**config.mk**
```make
export PLATFORM = sky130hd
export DESIGN_NAME = cbre_ctrl
export DESIGN_NICKNAME = d
export VERILOG_FILES = /design/src/rtl/cbre_pkg.sv /design/src/rtl/cbre_ctrl.sv
export SDC_FILE = /design/constraint.sdc
export NUM_CORES = 1
export LEC_CHECK = 0
export BUFFER_PORTS_ARGS = -buffer_cell sky130_fd_sc_hd__buf_2
export CORE_AREA = 2 2 39 41
export CTS_CLUSTER_SIZE = 12
export DETAILED_ROUTE_END_ITERATION = 7
export DIE_AREA = 0 0 41 43
export PLACE_DENSITY = 0.6
export SETUP_SLACK_MARGIN = 0.5
export SYNTH_ARGS = -nofsm -noshare
export SYNTH_HDL_FRONTEND = slang
export SYNTH_SLANG_ARGS = --single-unit
```
**constraint.sdc**
```tcl
create_clock -name clock -period 1.8 [get_ports clock]
set_input_delay 0.09 -clock clock [delete_from_list [all_inputs] [get_ports clock]]
set_output_delay 0.09 -clock clock [all_outputs]
set_load 0.1 [all_outputs]
```
**src/rtl/cbre_pkg.sv**
```systemverilog
// ----------------------------------------------------------------------------
// cbre_pkg - shared types and constants of the cubic Bezier ring evaluator
// Holds the ring geometry, item codes, register indexes, controller states
// and the command bundle from the controller to the datapath.
// ----------------------------------------------------------------------------
package cbre_pkg;

   localparam int RING_SLOTS = 4;
   localparam int SLOT_W     = 2;
   localparam int NUM_AXES   = 3;
   localparam int T_W        = 17;
   localparam int CSR_IDX_W  = 2;
   localparam int MAC_CNT_W  = 3;

   // 1.0 in Q1.16
   localparam logic [T_W-1:0] T_ONE = 17'h10000;

   // Item codes
   localparam logic MODE_WRITE = 1'b0;
   localparam logic MODE_EVAL  = 1'b1;

   // Register indexes
   localparam logic [CSR_IDX_W-1:0] CSR_SEED_X = 2'd0;
   localparam logic [CSR_IDX_W-1:0] CSR_SEED_Y = 2'd1;
   localparam logic [CSR_IDX_W-1:0] CSR_SEED_Z = 2'd2;

   // Last step of the multiply-accumulate walk: one extra step drains the
   // product register into the accumulator.
   localparam logic [MAC_CNT_W-1:0] MAC_LAST = 3'd4;

   typedef enum logic [2:0] {
      ST_IDLE,
      ST_PROD,
      ST_WGT,
      ST_MAC,
      ST_DONE
   } ctrl_state_type;

   typedef struct packed {
      logic                write_pt;   // store the item's point in its slot
      logic                load_eval;  // latch t and start slot
      logic                calc_prod;  // form t^2, u^2, 3tu
      logic                calc_wgt;   // form and round the four weights
      logic                mac_mul;    // multiply point by weight
      logic                mac_clr;    // clear accumulators
      logic                mac_acc;    // add product into accumulators
      logic [SLOT_W-1:0]   mac_k;      // ring offset of this step
      logic                finish;     // round, add seed, clip, present
   } dp_cmd_type;

endpackage

```
**src/rtl/cbre_ctrl.sv**
```systemverilog
// ----------------------------------------------------------------------------
// cbre_ctrl - sequencing controller
// Accepts items, steps the datapath through weight generation, the
// multiply-accumulate walk over the ring and the final rounding.
// ----------------------------------------------------------------------------
module cbre_ctrl
   import cbre_pkg::*;
(
   input  logic       clock,
   input  logic       reset,
   input  logic       start,
   input  logic       req_mode,
   output logic       busy,
   output dp_cmd_type cmd
);

   ctrl_state_type        state_ff, state_in;
   logic [MAC_CNT_W-1:0]  k_ff, k_in;

   always_ff @(posedge clock) begin
      if (reset) begin
         state_ff <= ST_IDLE;
         k_ff     <= '0;
      end else begin
         state_ff <= state_in;
         k_ff     <= k_in;
      end
   end

   always_comb begin
      state_in = state_ff;
      k_in     = k_ff;
      cmd      = '0;
      cmd.mac_k = k_ff[SLOT_W-1:0];
      busy     = 1'b1;
      unique case (state_ff)
         ST_IDLE: begin
            busy = 1'b0;
            k_in = '0;
            if (start) begin
               if (req_mode == MODE_WRITE) begin
                  cmd.write_pt = 1'b1;
               end else begin
                  cmd.load_eval = 1'b1;
                  state_in      = ST_PROD;
               end
            end
         end
         ST_PROD: begin
            cmd.calc_prod = 1'b1;
            state_in      = ST_WGT;
         end
         ST_WGT: begin
            cmd.calc_wgt = 1'b1;
            state_in     = ST_MAC;
         end
         ST_MAC: begin
            cmd.mac_mul = (k_ff != MAC_LAST);
            cmd.mac_clr = (k_ff == '0);
            cmd.mac_acc = (k_ff != '0);
            k_in        = k_ff + 1'b1;
            if (k_ff == MAC_LAST) begin
               state_in = ST_DONE;
            end
         end
         ST_DONE: begin
            cmd.finish = 1'b1;
            state_in   = ST_IDLE;
         end
         default: begin
            state_in = ST_IDLE;
         end
      endcase
   end

endmodule

```
==> results.md <==
- Status: finished, final reports clean
- Root buf cell: clkbuf_4
- Most used routing layer: met2
- Max-slew violation count: 0
- Post-synth top area share: 27.7%
- DR vias: 472
- Worst endpoint required time: 1.71 ns
- RSZ-0062 raised after global routing: yes
- Max transition margin: between 60% and 70%
- Final Instance Count excl. Fillers: between 90 and 100
- CTS buffer count: 3
- Clk sinks: 6
- Placed cells: 76
- Port buffer count: 14
- Fillers: 107
- Detailed Routing Iterations Pass 1: 3
- Largest net degree at the start of global routing: 9
- Diodes inserted: 0
- Leakage: 0.000364 uW
- Met1 usage: a little under a fifth
- Yosys top cell by area: dfxtp_1
- H-tree Lvls: 1
- GR Overflow Total: 0
- Mapped cell area: 434 um2
- Critical path class: reg -> out
- Pre-CTS setup slack: 0.307 ns
- Total power: 563 uW
- Top post-synthesis cells by area: dfxtp_1, buf_6, a21oi_1
- RD Place Congestion: approximately 0.8
- DR iter-0 viols: 5
- ANT nets after route: 0
- Vias in the first global route: 424
- Clk_lat worst skew: ~0.24 ns
- Post-Syn Nets: between 50 and 60
- Synth unique cells: 23
- Top FF cell, synth: dfxtp_1
- R2R Setup Slk: 0.55 ns
- Clk slew on worst S/H paths: 0.05 ns
- Clock Tree Buf Depth: 2
- Number of remaining DRC errors: 0
- Clock Skew: 0.00449 ns
- CP Capture Type: primary output
- Synth Area per Inst: between 8 and 9 um2
- Cells after Synth: 51
- Final Hold Violating Endpoints: 0
- Critical path arrival: 1.39 ns
- DIE AREA: 1760 um2
- Synth async-reset ratio: 0%
- Final setup TNS: 0 ns
- Register area share after synthesis: 27.7%
- Vias per cell: between 4 and 5
- Row Count: 14
- Setup-failing EPs final: 0
- Drt wl/cell: between 10 and 15 um
- MaxCap Viol Count: 0
- DRT Wirelength: 1170 um
- DP HPWL: about 670 um
- Initial core utilization: 31.4%
- NumNets Final: slightly below 90
- Crit Path Max Fanout: 4
- Startpoint type of the worst setup path: flip-flop
- YS warnings: 0
- Worst Tran Pin Value: 0.482 ns
- CTS tree: done
- Core Region: ~1400 um2
- GRT met2 Usage: 21.3%
- EDFF count, synth: 0
- P&R area growth vs syn: 105%
- Tmin final: 1.48 ns
- GR Util met3: 4.71%
- GRT Overall Usage: 14.6%
- Pwr/cell area: 632 nW/um2
- Die Width: 41 um
- First-pass GRT wire length: 1760 um
- IO Count: 15
- Share of layout cells above drive strength 1: a little over two thirds
- Worst hold path type: in -> reg
- Synthesized flop and latch total: 6
- Max VDD drop: 0.492 mV
- Die height: about 43 um
- Post-route setup slack: approximately 0.32 ns
- Fmax: 677 MHz
- Final period utilization: between 80% and 90%
- Initial antenna violation count: 0
- Hold buffer count at CTS: 0
## Yosys cell counts (2+ instances only)
cell,number
a21oi_1,6
dfxtp_1,6
inv_1,5
nor3b_1,4
o21ai_0,4
buf_6,3
and4bb_2,2
buf_4,2
ha_1,2
nand3b_1,2
nor2b_1,2
nor3_1,2
## metrics by stage
step                hold slack [ns]  util [%]  area [um2]
floorplan                     0.145         -         533
global placement              0.339      43.7         604
detailed placement            0.325      43.7         604
CTS                          0.0625      59.0         816
global route                 0.0727      64.3         890
finish                       0.0866      64.3         890
## layout by cell type, fill, tap and decap left out, types with 2 or more instances in the layout
| master | count |
|---|---|
| nor3b_4 | 4 |
| nor2b_1 | 2 |
| buf_2 | 5 |
| o21ai_0 | 3 |
| buf_6 | 5 |
| inv_2 | 2 |
| dfxtp_4 | 4 |
| inv_1 | 2 |
| buf_12 | 8 |
| a21oi_1 | 5 |
| nand3b_1 | 2 |
| clkbuf_4 | 3 |
| and4bb_2 | 2 |
| buf_4 | 14 |
## sequential cells by signal (all words and copies together) (netlist names)
name and flops:
state_ff 3, k_ff 3
## final cells by class
type	count	area [um2]	area share, %
Multi-Input combinational cell	35	342	38.4
Inverter	5	22.5	2.53
Tap cell	16	20.0	2.25
Clock buffer	3	22.5	2.53
Timing Repair Buffer	32	347	39.0
Sequential cell	6	136	15.3
## logic make-up after synthesis
group	after synthesis	share of synthesized area, %
flip-flops	6	27.7
AND/OR/NAND/NOR	18	30.8
AO/OA/AOI/OAI	15	20.2
buffers and inverters	10	15.6
adder cells (fa/ha/maj)	2	5.76
## worst max-delay path: stages (launching register included)
cell	delay, ns
dfxtp_4	0.35
nand3b_1	0.22
buf_6	0.17
nor3b_4	0.22
buf_12	0.20
## routing by layer
layer  wire length, um  vias up
met3                33        0
met5                 0        -
met4                 0        0
met1               547      223
li1                  -      242
met2               588        7
## timing repair
action | 4_1_cts | 5_1_grt
setup endpoints to repair | 11 | 10
endpoints found under the hold margin | 0 | 0
resized for setup | 24 | 14
gates cloned | 0 | 0
pin swaps | 4 | 8
setup buffers | 14 | 4
## worst paths after layout
path / startpoint / end / depth (start not counted)
worst min register to register: k_ff[2] / k_ff[2] / 2
worst min-delay path: reset / k_ff[0] / 2
worst max-delay path: state_ff[2] / cmd[4] / 4
worst max register to register: k_ff[0] / k_ff[2] / 5
## report_power, final
part	internal [uW]	leakage (uW)	total [uW]	switching [uW]
registers	137	0.0000522	147	9.68
logic	119	0.000298	293	174
clock network	75.3	0.0000138	122	47.2
No activity file was read; power rests on OpenSTA's default activity.
